### src/sv/wpsd_pkg.sv
// wpsd_pkg: beat payload types, result kinds and chunk tags for the wav pcm decoder
// no dependencies; compile first
package wpsd_pkg;

    // one byte of the file per input beat
    typedef struct packed {
        logic [7:0] byte_value;
        logic       last_byte;
    } wpsd_byte_t;

    // one result per output beat
    typedef struct packed {
        logic [1:0]         kind;
        logic signed [15:0] left_sample;
        logic signed [15:0] right_sample;
        logic [1:0]         channels;
        logic [4:0]         bits_per_sample;
        logic [31:0]        sample_rate;
        logic [31:0]        frames_remaining;
    } wpsd_result_t;

    // result kinds
    localparam logic [1:0] KIND_HEADER = 2'd0;
    localparam logic [1:0] KIND_SAMPLE = 2'd1;
    localparam logic [1:0] KIND_ERROR  = 2'd2;

    // four-character tags, first character in the low byte
    localparam logic [31:0] TAG_RIFF = 32'h4646_4952;
    localparam logic [31:0] TAG_WAVE = 32'h4556_4157;
    localparam logic [31:0] TAG_FMT  = 32'h2074_6D66;
    localparam logic [31:0] TAG_DATA = 32'h6174_6164;

    // sign flip for offset-binary 8-bit samples
    localparam logic [7:0] PCM8_OFFSET = 8'h80;

endpackage

### src/sv/wpsd_stream_if.sv
// wpsd_stream_if: valid/ready channel carrying one payload per beat
// payload type comes in as a parameter, normally a struct from wpsd_pkg
interface wpsd_stream_if #(
    parameter type payload_t = logic [7:0]
);
    logic     valid;
    logic     ready;
    payload_t payload;

    modport source (output valid, output payload, input ready);
    modport sink   (input valid, input payload, output ready);
endinterface

### src/sv/wav_pcm_stream_decoder_unit.sv
// wav_pcm_stream_decoder_unit: byte-serial riff/wave pcm parser
// depends on wpsd_pkg and wpsd_stream_if
//
// usage
//   byte_chan carries one file byte per beat plus a last_byte flag that marks
//   the end of the file; after that beat the parser starts over at the header.
//   result_chan carries at most one result per input beat: a header result when
//   the data chunk header is taken, one sample frame per whole frame, or an
//   error result on a bad tag, a bad fmt field or data before fmt.
// throughput
//   one byte per cycle while the receiver keeps up; every byte is parsed in the cycle it is
//   accepted and its result lands in the result register, shown on the next cycle.
// stall
//   byte_chan.ready is high while the result register is empty or being taken
//   in the same cycle; a stalled receiver holds the result and blocks input.
// reset
//   rst_n clears the parse state and the result valid flag, not the result payload; no clearing pass.
module wav_pcm_stream_decoder_unit
    import wpsd_pkg::*;
(
    input  logic         clk,
    input  logic         rst_n,
    wpsd_stream_if.sink   byte_chan,
    wpsd_stream_if.source result_chan
);

    // parser phases
    localparam logic [2:0] PH_RIFF  = 3'd0;
    localparam logic [2:0] PH_CHUNK = 3'd1;
    localparam logic [2:0] PH_FMT   = 3'd2;
    localparam logic [2:0] PH_SKIP  = 3'd3;
    localparam logic [2:0] PH_DATA  = 3'd4;
    localparam logic [2:0] PH_FAIL  = 3'd5;

    logic [2:0]   phase_reg, phase_next;
    logic [3:0]   cnt_reg, cnt_next;
    logic [31:0]  tag_reg, tag_next;
    logic [31:0]  rem_reg, rem_next;
    logic [31:0]  fs_reg, fs_next;
    logic [1:0]   ch_reg, ch_next;
    logic [4:0]   bd_reg, bd_next;
    logic [31:0]  rate_reg, rate_next;
    logic [31:0]  budget_reg, budget_next;
    logic [15:0]  held_reg, held_next;
    logic         fpos_reg, fpos_next;
    logic         out_valid_reg;
    wpsd_result_t out_reg;

    logic         accept;
    logic [7:0]   b;
    logic [3:0]   pos;
    logic [31:0]  b_wide;
    logic [31:0]  tag_base;
    logic [31:0]  fs_base;
    logic [31:0]  tag_acc;
    logic [31:0]  fs_acc;
    logic [4:0]   fmt_sh;
    logic [1:0]   frame_sh;
    logic [15:0]  smp;
    logic         err;
    logic         hdr;
    logic         smp_out;
    wpsd_result_t res;

    // handshake: take a byte whenever the result slot frees up
    assign byte_chan.ready    = !out_valid_reg || result_chan.ready;
    assign accept             = byte_chan.valid && byte_chan.ready;
    assign result_chan.valid  = out_valid_reg;
    assign result_chan.payload = out_reg;

    assign b      = byte_chan.payload.byte_value;
    assign pos    = cnt_reg;
    assign b_wide = {24'd0, b};

    // parse one byte
    always_comb
    begin
        phase_next  = phase_reg;
        cnt_next    = cnt_reg;
        tag_next    = tag_reg;
        rem_next    = rem_reg;
        fs_next     = fs_reg;
        ch_next     = ch_reg;
        bd_next     = bd_reg;
        rate_next   = rate_reg;
        budget_next = budget_reg;
        held_next   = held_reg;
        fpos_next   = fpos_reg;
        err         = 1'b0;
        hdr         = 1'b0;
        smp_out     = 1'b0;
        smp         = 16'd0;
        tag_base    = (pos == 4'd0) ? 32'd0 : tag_reg;
        fs_base     = (pos == 4'd0) ? 32'd0 : fs_reg;
        tag_acc     = tag_reg | (b_wide << {pos[1:0], 3'b000});
        fs_acc      = 32'd0;
        fmt_sh      = 5'd0;
        frame_sh    = {1'b0, (ch_reg == 2'd2)} + {1'b0, (bd_reg == 5'd16)};

        case (phase_reg)
            // riff header: tag, ignored size, wave tag
            PH_RIFF:
            begin
                cnt_next = pos + 4'd1;
                if (pos < 4'd4 || pos >= 4'd8)
                begin
                    tag_next = tag_acc;
                    if (pos == 4'd3 || pos == 4'd11)
                    begin
                        if (tag_acc != ((pos == 4'd3) ? TAG_RIFF : TAG_WAVE))
                        begin
                            err = 1'b1;
                        end
                        else
                        begin
                            tag_next = 32'd0;
                            if (pos == 4'd11)
                            begin
                                phase_next = PH_CHUNK;
                                cnt_next   = 4'd0;
                            end
                        end
                    end
                end
            end

            // chunk header: tag then little-endian length
            PH_CHUNK:
            begin
                fs_acc   = fs_base | (b_wide << {pos[1:0], 3'b000});
                cnt_next = pos + 4'd1;
                if (pos < 4'd4)
                begin
                    tag_next = tag_base | (b_wide << {pos[1:0], 3'b000});
                    fs_next  = fs_base;
                end
                else
                begin
                    tag_next = tag_base;
                    fs_next  = fs_acc;
                end
                if (pos >= 4'd7)
                begin
                    rem_next = fs_acc;
                    cnt_next = 4'd0;
                    if (tag_base == TAG_FMT)
                    begin
                        phase_next = PH_FMT;
                    end
                    else if (tag_base == TAG_DATA)
                    begin
                        if (ch_reg == 2'd0 || bd_reg == 5'd0)
                        begin
                            err = 1'b1;
                        end
                        else
                        begin
                            budget_next = fs_acc >> frame_sh;
                            fpos_next   = 1'b0;
                            phase_next  = PH_DATA;
                            hdr         = 1'b1;
                        end
                    end
                    else if (fs_acc != 32'd0 && !fs_acc[31])
                    begin
                        phase_next = PH_SKIP;
                    end
                    else
                    begin
                        phase_next = PH_CHUNK;
                    end
                end
            end

            // fmt body: format, channels, rate, byte rate, align, bits
            PH_FMT:
            begin
                if (pos >= 4'd4 && pos < 4'd8)
                begin
                    fmt_sh = {pos[1:0], 3'b000};
                end
                else
                begin
                    fmt_sh = {1'b0, pos[0], 3'b000};
                end
                if (pos == 4'd0 || pos == 4'd2 || pos == 4'd4 || pos == 4'd14)
                begin
                    fs_acc = b_wide << fmt_sh;
                end
                else
                begin
                    fs_acc = fs_reg | (b_wide << fmt_sh);
                end
                fs_next  = fs_acc;
                cnt_next = pos + 4'd1;
                if (pos == 4'd1 && fs_acc != 32'd1)
                begin
                    err = 1'b1;
                end
                if (pos == 4'd3)
                begin
                    if (fs_acc != 32'd1 && fs_acc != 32'd2)
                    begin
                        err = 1'b1;
                    end
                    else
                    begin
                        ch_next = fs_acc[1:0];
                    end
                end
                if (pos == 4'd7)
                begin
                    rate_next = fs_acc;
                end
                if (pos == 4'd15)
                begin
                    if (fs_acc != 32'd8 && fs_acc != 32'd16)
                    begin
                        err = 1'b1;
                    end
                    else
                    begin
                        bd_next  = fs_acc[4:0];
                        cnt_next = 4'd0;
                        if (!rem_reg[31] && rem_reg > 32'd16)
                        begin
                            rem_next   = rem_reg - 32'd16;
                            phase_next = PH_SKIP;
                        end
                        else
                        begin
                            phase_next = PH_CHUNK;
                        end
                    end
                end
            end

            // skip the body of an unknown chunk or the rest of a long fmt chunk
            PH_SKIP:
            begin
                rem_next = rem_reg - 32'd1;
                if (rem_reg == 32'd1)
                begin
                    phase_next = PH_CHUNK;
                    cnt_next   = 4'd0;
                end
            end

            // sample data until the frame budget is spent
            PH_DATA:
            begin
                if (budget_reg != 32'd0)
                begin
                    if (bd_reg == 5'd8)
                    begin
                        smp     = {b ^ PCM8_OFFSET, 8'd0};
                        smp_out = 1'b1;
                    end
                    else if (!cnt_reg[0])
                    begin
                        fs_next  = b_wide;
                        cnt_next = 4'd1;
                    end
                    else
                    begin
                        smp      = {b, fs_reg[7:0]};
                        cnt_next = 4'd0;
                        smp_out  = 1'b1;
                    end
                    // stereo: hold the left sample until the right one arrives
                    if (smp_out && ch_reg == 2'd2 && !fpos_reg)
                    begin
                        held_next = smp;
                        fpos_next = 1'b1;
                        smp_out   = 1'b0;
                    end
                    else if (smp_out)
                    begin
                        fpos_next   = 1'b0;
                        budget_next = budget_reg - 32'd1;
                    end
                end
            end

            default:
            begin
                phase_next = phase_reg;
            end
        endcase

        if (err)
        begin
            phase_next = PH_FAIL;
        end

        // result beat
        res.kind             = err ? KIND_ERROR : (hdr ? KIND_HEADER : KIND_SAMPLE);
        res.left_sample      = 16'd0;
        res.right_sample     = 16'd0;
        if (smp_out && !err)
        begin
            res.left_sample  = (ch_reg == 2'd2) ? held_reg : smp;
            res.right_sample = (ch_reg == 2'd2) ? smp : 16'd0;
        end
        res.channels         = ch_next;
        res.bits_per_sample  = bd_next;
        res.sample_rate      = rate_next;
        res.frames_remaining = err ? 32'd0 : budget_next;

        // end of file: back to the header
        if (byte_chan.payload.last_byte)
        begin
            phase_next  = PH_RIFF;
            cnt_next    = 4'd0;
            tag_next    = 32'd0;
            rem_next    = 32'd0;
            fs_next     = 32'd0;
            ch_next     = 2'd0;
            bd_next     = 5'd0;
            rate_next   = 32'd0;
            budget_next = 32'd0;
            held_next   = 16'd0;
            fpos_next   = 1'b0;
        end
    end

    // parse state
    always_ff @(posedge clk or negedge rst_n)
    begin
        if (!rst_n)
        begin
            phase_reg  <= PH_RIFF;
            cnt_reg    <= 4'd0;
            tag_reg    <= 32'd0;
            rem_reg    <= 32'd0;
            fs_reg     <= 32'd0;
            ch_reg     <= 2'd0;
            bd_reg     <= 5'd0;
            rate_reg   <= 32'd0;
            budget_reg <= 32'd0;
            held_reg   <= 16'd0;
            fpos_reg   <= 1'b0;
        end
        else if (accept)
        begin
            phase_reg  <= phase_next;
            cnt_reg    <= cnt_next;
            tag_reg    <= tag_next;
            rem_reg    <= rem_next;
            fs_reg     <= fs_next;
            ch_reg     <= ch_next;
            bd_reg     <= bd_next;
            rate_reg   <= rate_next;
            budget_reg <= budget_next;
            held_reg   <= held_next;
            fpos_reg   <= fpos_next;
        end
    end

    // result register valid
    always_ff @(posedge clk or negedge rst_n)
    begin
        if (!rst_n)
        begin
            out_valid_reg <= 1'b0;
        end
        else if (accept && (err || hdr || smp_out))
        begin
            out_valid_reg <= 1'b1;
        end
        else if (result_chan.ready)
        begin
            out_valid_reg <= 1'b0;
        end
    end

    // result register payload
    always_ff @(posedge clk)
    begin
        if (accept && (err || hdr || smp_out))
        begin
            out_reg <= res;
        end
    end

endmodule

### src/flat_wrapper.sv
// flat-port wrapper written by rule: the top's interface ports become plain ports
module wav_pcm_stream_decoder_unit_flat import wpsd_pkg::*;
  (clk, rst_n, byte_chan_valid, byte_chan_payload, byte_chan_ready, result_chan_valid, result_chan_payload, result_chan_ready);
  wpsd_stream_if #(.payload_t(wpsd_byte_t)) byte_chan_i ();
  wpsd_stream_if #(.payload_t(wpsd_result_t)) result_chan_i ();
  input  logic clk;
  input  logic rst_n;
  input wire logic [$bits(byte_chan_i.valid)-1:0] byte_chan_valid;
  input wire logic [$bits(byte_chan_i.payload)-1:0] byte_chan_payload;
  output wire logic [$bits(byte_chan_i.ready)-1:0] byte_chan_ready;
  output wire logic [$bits(result_chan_i.valid)-1:0] result_chan_valid;
  output wire logic [$bits(result_chan_i.payload)-1:0] result_chan_payload;
  input wire logic [$bits(result_chan_i.ready)-1:0] result_chan_ready;
  assign byte_chan_i.valid = byte_chan_valid;
  assign byte_chan_i.payload = byte_chan_payload;
  assign byte_chan_ready = byte_chan_i.ready;
  assign result_chan_valid = result_chan_i.valid;
  assign result_chan_payload = result_chan_i.payload;
  assign result_chan_i.ready = result_chan_ready;
  wav_pcm_stream_decoder_unit u_core (.clk(clk), .rst_n(rst_n), .byte_chan(byte_chan_i), .result_chan(result_chan_i));
endmodule
### config.mk
export PLATFORM = sky130hd
export DESIGN_NAME = wav_pcm_stream_decoder_unit_flat
export DESIGN_NICKNAME = d
export VERILOG_FILES = /design/src/sv/wpsd_pkg.sv /design/src/sv/wpsd_stream_if.sv /design/src/sv/wav_pcm_stream_decoder_unit.sv /design/src/flat_wrapper.sv
export SDC_FILE = /design/constraint.sdc
export NUM_CORES = 1
export LEC_CHECK = 0
export BUFFER_PORTS_ARGS = -buffer_cell sky130_fd_sc_hd__buf_2
export CAP_MARGIN = 20
export CORE_MARGIN = 2
export CORE_UTILIZATION = 35
export DETAILED_ROUTE_END_ITERATION = 8
export GPL_ROUTABILITY_DRIVEN = 0
export MAX_ROUTING_LAYER = met4
export PLACE_DENSITY = 0.56
export RECOVER_POWER = 25
export SLEW_MARGIN = 40
export SYNTH_ARGS = -nofsm -noshare
export SYNTH_HDL_FRONTEND = slang
export SYNTH_SLANG_ARGS = --single-unit
### constraint.sdc
create_clock -name clk -period 12.05 [get_ports clk]
set_input_delay 0.6025 -clock clk [delete_from_list [all_inputs] [get_ports clk]]
set_output_delay 0.6025 -clock clk [all_outputs]
set_load 0.01 [all_outputs]
* After elaboration in Yosys (flattened, before gate mapping)
Cells that the tools add are included.
** Storage, ports and cells
- Register bits :: 297
- Input bits :: 13
- Output and inout bits :: 107
** Cells by class
- $add $sub $neg :: 5
- Magnitude comparators :: 6
- Eq/ne operators :: 45
- Shift operators :: 3
- Mux-type cells :: 120
- Bitwise operators :: 5
- Reduce and logical (&&, ||, !) cells :: 49
** Operators by type and width (number)
- $mux W32 :: 30
- $pmux W32 S3 :: 2
- $mux W16 :: 9
- $or A32 B32 Y32 :: 4
- $pmux W32 S2 :: 2
- $reduce_bool A32 Y1 :: 2
- $shl A8 B5 Y32 :: 2
- $sub A32 B1 Y32 const B :: 2
- $mux W4 :: 11
- $mux W3 :: 13
- $mux W1 :: 36
- $eq A32 B1 Y1 const B :: 1
- $eq A32 B30 Y1 const B :: 1
- $eq A32 B31 Y1 const B :: 1
- $gt A32 B5 Y1 const B :: 1
- $ne A32 B1 Y1 const B :: 1
- $ne A32 B2 Y1 const B :: 1
- $ne A32 B32 Y1 :: 1
- $ne A32 B4 Y1 const B :: 1
- $ne A32 B5 Y1 const B :: 1
- $shr A32 B2 Y32 :: 1
- $sub A32 B5 Y32 const B :: 1
- $mux W5 :: 6
- $ne A4 B2 Y1 const B :: 7
- 45 further kinds :: 96

* Logic depth before layout (Yosys ltp)
- Depth after elaboration :: 20
- Gate-level depth with buffers :: 16
- Gate-level depth less buffers :: 11

* Least setup slack after synthesis
Ideal clock, no wire load.
- Kind :: reg2reg
- Start :: register u_core.cnt_reg[0]
- End :: register u_core.out_reg (netlist bit u_core.result_chan.payload[0]), enable pin
- Setup time :: 0.603 ns
- Arrival :: 7.596 ns
- Setup slack :: 3.850 ns
- Cell stages (with the launch flop) :: 16
- Buffers on the path :: 4
- Cell sequence :: dfrtp_1 buf_4 inv_1 buf_2 ha_1 nor2_1 a22o_1 buf_2 a2111oi_0 a211oi_1 o31ai_1 a211oi_1 a211o_1 buf_2 nor2_1 a21oi_1
** Between the ends
- Word-level cells in the longest chain between the ends :: 19
- Elaborated cells between the ends (all ways) :: 67
** Ends and longest elaborated chain
- start: declaration :: line wav_pcm_stream_decoder_unit.sv:36 : logic [3:0] cnt_reg, cnt_next;
- start signal: assignment :: line wav_pcm_stream_decoder_unit.sv:347 : cnt_reg <= cnt_next;
- $ge A4 B3 Y1 / $lt A4 B4 Y1 (equally long branches) :: line wav_pcm_stream_decoder_unit.sv:178 : if (pos >= 4'd4 && pos < 4'd8)
- $logic_and A1 B1 Y1 :: line wav_pcm_stream_decoder_unit.sv:178
- $mux W5 :: line wav_pcm_stream_decoder_unit.sv:178
- $mux W5 :: line wav_pcm_stream_decoder_unit.sv:100 : case (phase_reg)
- $shl A8 B5 Y32 :: line wav_pcm_stream_decoder_unit.sv:188, wav_pcm_stream_decoder_unit.sv:192
- $or A32 B32 Y32 :: line wav_pcm_stream_decoder_unit.sv:192 : fs_acc = fs_reg | (b_wide << fmt_sh);
- $mux W32 :: line wav_pcm_stream_decoder_unit.sv:186 : if (pos == 4'd0 || pos == 4'd2 || pos == 4'd4 || pos == 4'd14)
- $mux W32 :: line wav_pcm_stream_decoder_unit.sv:100
- [... 3 more ...]
- $mux W1 :: line wav_pcm_stream_decoder_unit.sv:202 : if (fs_acc != 32'd1 && fs_acc != 32'd2)
- $mux W1 :: line wav_pcm_stream_decoder_unit.sv:200 : if (pos == 4'd3)
- $mux W1 :: line wav_pcm_stream_decoder_unit.sv:217 : if (fs_acc != 32'd8 && fs_acc != 32'd16)
- $mux W1 :: line wav_pcm_stream_decoder_unit.sv:215 : if (pos == 4'd15)
- $pmux W1 S3 :: line wav_pcm_stream_decoder_unit.sv:100
- $logic_or A1 B1 Y1 :: line wav_pcm_stream_decoder_unit.sv:380 : if (accept && (err || hdr || smp_out))
- $logic_or A1 B1 Y1 (*) :: line wav_pcm_stream_decoder_unit.sv:380
- $logic_and A1 B1 Y1 (*) :: line wav_pcm_stream_decoder_unit.sv:380
- end signal: assignment :: line wav_pcm_stream_decoder_unit.sv:382 : out_reg <= res;
- end: declaration :: line wav_pcm_stream_decoder_unit.sv:47 : wpsd_result_t out_reg;
Mark *: on every way between the ends. The rest lies on a longest branch, timed or not. The select of a mux whose other input is x is not followed.
A chain may end at the register's enable or synchronous reset.

==> summary.txt <==
Worst hold path
  – Worst hold endpoint: u_core.result_chan.valid$_DFFE_PN0P_
  – Hold path start: byte_chan_valid
  – Worst min path class: input port to flip-flop
  – Hold Crit Depth: 3

Critical path
  – Critical Path Sink Type: async pin
  – R2r endpoint: u_core.result_chan.payload[60]$_DFFE_PP_
  – Top Family by Delay on Critical Path: buffers and inverters
  – CP Data Required Time: 11.80 ns
  – R2R Path Start: u_core.cnt_reg[0]$_DFFE_PN0P_
  – Critical path arrival: 6.11 ns
  – CP Buf/Inv Count: 2
  – Worst-path fanout max: 66
  – Worst Setup SP: rst_n
  – Top cell by count, worst path: clkbuf_1
  – Critical Path Slowest Stage Cell: clkbuf_1
  – Crit Path Category: input port to async pin
  – Crit start category: input port
  – CP max stage delay: 2.85 ns
  – R2R Setup Slk: 7.22 ns
  – Crit-path cells: clkbuf_1, clkbuf_1
  – Worst r2r path cells: 14

GRT
  – Vias in the first global route: 15200
  – GR Overflow Total: 0
  – GRT Total Usage: 23.7%
  – Met2 usage: 34.1%
  – Largest net degree at the start of global routing: 76
  – First-pass GRT wire length: 92400 um
  – GRT met1 Usage: 32.3%
  – Initial antenna violation count: 1
  – Met3 Use GR: 4.81%
  – GRT busiest layer: met2

Cells and area
  – Layout cells sized above 1: 14.2%
  – Design Area, Final: 0.0199 mm^2
  – Layout area overhead: 13.5%
  – Final std cells w/o fill: 2662
  – Nets: 1996
  – Largest register FFs: 105

Floorplanning
  – Die height: 228 um
  – Die Wd: 228 um
  – Die area: 0.0518 mm^2
  – Core Area: 0.0492 mm^2
  – Initial Utilization: 35.6%
  – Std cell rows: 81
  – # IOs: 120

Detailed routing
  – Final wirelength: 59600 um
  – Residual DRC: 0
  – Routed vias/inst: 6.05
  – DR WL/cell: 22.4 um
  – Vias: 16100
  – Length of the first detailed-routing pass in iterations: 6
  – Routed Antenna Nets: 0
  – Initial drt markers: 1858

Outcome
  – Status: finished with violations
  – Failing checks: max-capacitance violations, max-slew violations

Placed design
  – DP HPWL: 40700 um
  – Dpl cells: 2598
  – I/O Buffers: 119
  – Cell Area, Placed: 0.0187 mm^2

Timing
  – Final setup violation count: 0
  – Hold slack: 0.360 ns
  – Max_slew headroom: -155%
  – Period utilization: 52.8%
  – Worst Max-Slew Pin Slew: 3.83 ns
  – Final min period: 6.36 ns
  – Max Freq: 0.157 GHz
  – Setup TNS: 0 ns
  – Clock Skew: 0.0316 ns
  – Final Max Slew Viols: 197
  – RSZ-0062 raised after global routing: no
  – Final hold viol count: 0

Pwr
  – PwrDens: 228 mW/mm^2
  – LEAKAGE: 7.67 nW
  – Maximum VDD drop: 0.141 mV

CTS
  – Post-CTS setup buffer count: 0
  – CTS tree: yes
  – H-tree Lvls: 2
  – CTS sink count: 297
  – Clk slew on worst S/H paths: 0.05 ns
  – Largest buffer count on any clock path: 3
  – Root Buffer: clkbuf_16
  – Hold Buf Count CTS: 0
  – Num CTS Buffers: 35
  – Clk Latency, worst-skew pair: 0.56 ns
  – Post-CTS resize count: 0

Synth
  – Yosys warns: 0
  – Syn nets: 1961
  – Post-Syn Area: 0.0175 mm^2
  – Seq/Total Area, Yosys: 45.5%
  – Seq cells post-synth: 297
  – Post-synth ARST share: 64.6%
  – Top cells by count, synth: nand2_1 (251), dfrtp_1 (192), nor2_1 (157)
  – Synth area leaders: dfrtp_1 (27%), edfxtp_1 (18%), nand2_1 (5.4%)
  – Yosys top cell by area: dfrtp_1
  – Post-synth top area share: 27.5%
  – Syn Inst Count: 1937
  – Top-count cell post-synth: nand2_1
  – Post-synth EDFFs: 105
  – Dominant synthesized flop cell: dfrtp_1
  – Synth unique cells: 84
  – Synth Area per Inst: 9.03 um^2

Flow run
  – Max cap viols: 3
-- worst max path at each step --
stage,end,depth (start not counted)
2_1_floorplan,u_core.result_chan.payload[0]$_SDFFCE_PP0P_,15
3_3_place_gp,u_core.result_chan.payload[58]$_DFFE_PP_,14
3_5_place_dp,u_core.result_chan.payload[59]$_DFFE_PP_,14
4_1_cts,u_core.result_chan.payload[60]$_DFFE_PP_,14
5_1_grt,u_core.result_chan.valid$_DFFE_PN0P_,2
6_report,u_core.rem_reg[11]$_DFFE_PN0P_,2
-- metal layers --
metal / vias to the layer above / share of wire [%]
met5: - / 0
met4: 0 / 4.6
met3: 126 / 8.0
met2: 713 / 43
met1: 7856 / 44
li1: 7421 / -
-- kinds of logic after synthesis --
logic type               synth area share, %
buffers and inverters                   4.43
adder cells (fa/ha/maj)                0.787
XOR/XNOR                               0.251
AO/OA/AOI/OAI                           26.9
multiplexers                            4.17
AND/OR/NAND/NOR                         18.0
flip-flops                              45.5
-- per-stage QoR --
| stage | power, mW | worst slack (ns) | util (%) |
|---|---|---|---|
| 6_report | 4.54 | 5.69 | 40.4 |
| 5_1_grt | 4.80 | 4.38 | 40.4 |
| 4_1_cts | 4.50 | 7.07 | 40.3 |
| 3_5_place_dp | 3.39 | 7.10 | 38.0 |
| 3_3_place_gp | 3.35 | 6.82 | 37.8 |
| 2_1_floorplan | 2.76 | 3.85 | - |
-- power by group --
group	leakage, nW	total [mW]	internal [mW]	switching (mW)
clock network	0.555	1.09	0.642	0.448
registers	3.61	1.41	1.22	0.190
logic	3.50	2.04	0.611	1.43
total	7.67	4.54	2.47	2.07
-- cell usage in the layout (no fill, tap or decap), types with 38 or more instances in the layout --
cell	count
a21oi_1	136
a22o_1	71
a22oi_1	65
buf_2	124
dfrtp_1	192
edfxtp_1	105
mux2i_1	47
nand2_1	246
nor2_1	155
nor3_1	38
o21ai_0	149
o22ai_1	40
-- layout make-up --
type / instances / area [um^2]
fill: 4784 / 29300
multi-input combinational: 1443 / 8870
sequential: 297 / 7960
clock buffer: 42 / 932
timing repair buffer: 164 / 921
tap: 664 / 831
clock inverter: 20 / 224
inverter: 31 / 116
antenna: 1 / 2.50
Note: power is estimated with default switching activity, not from simulation.
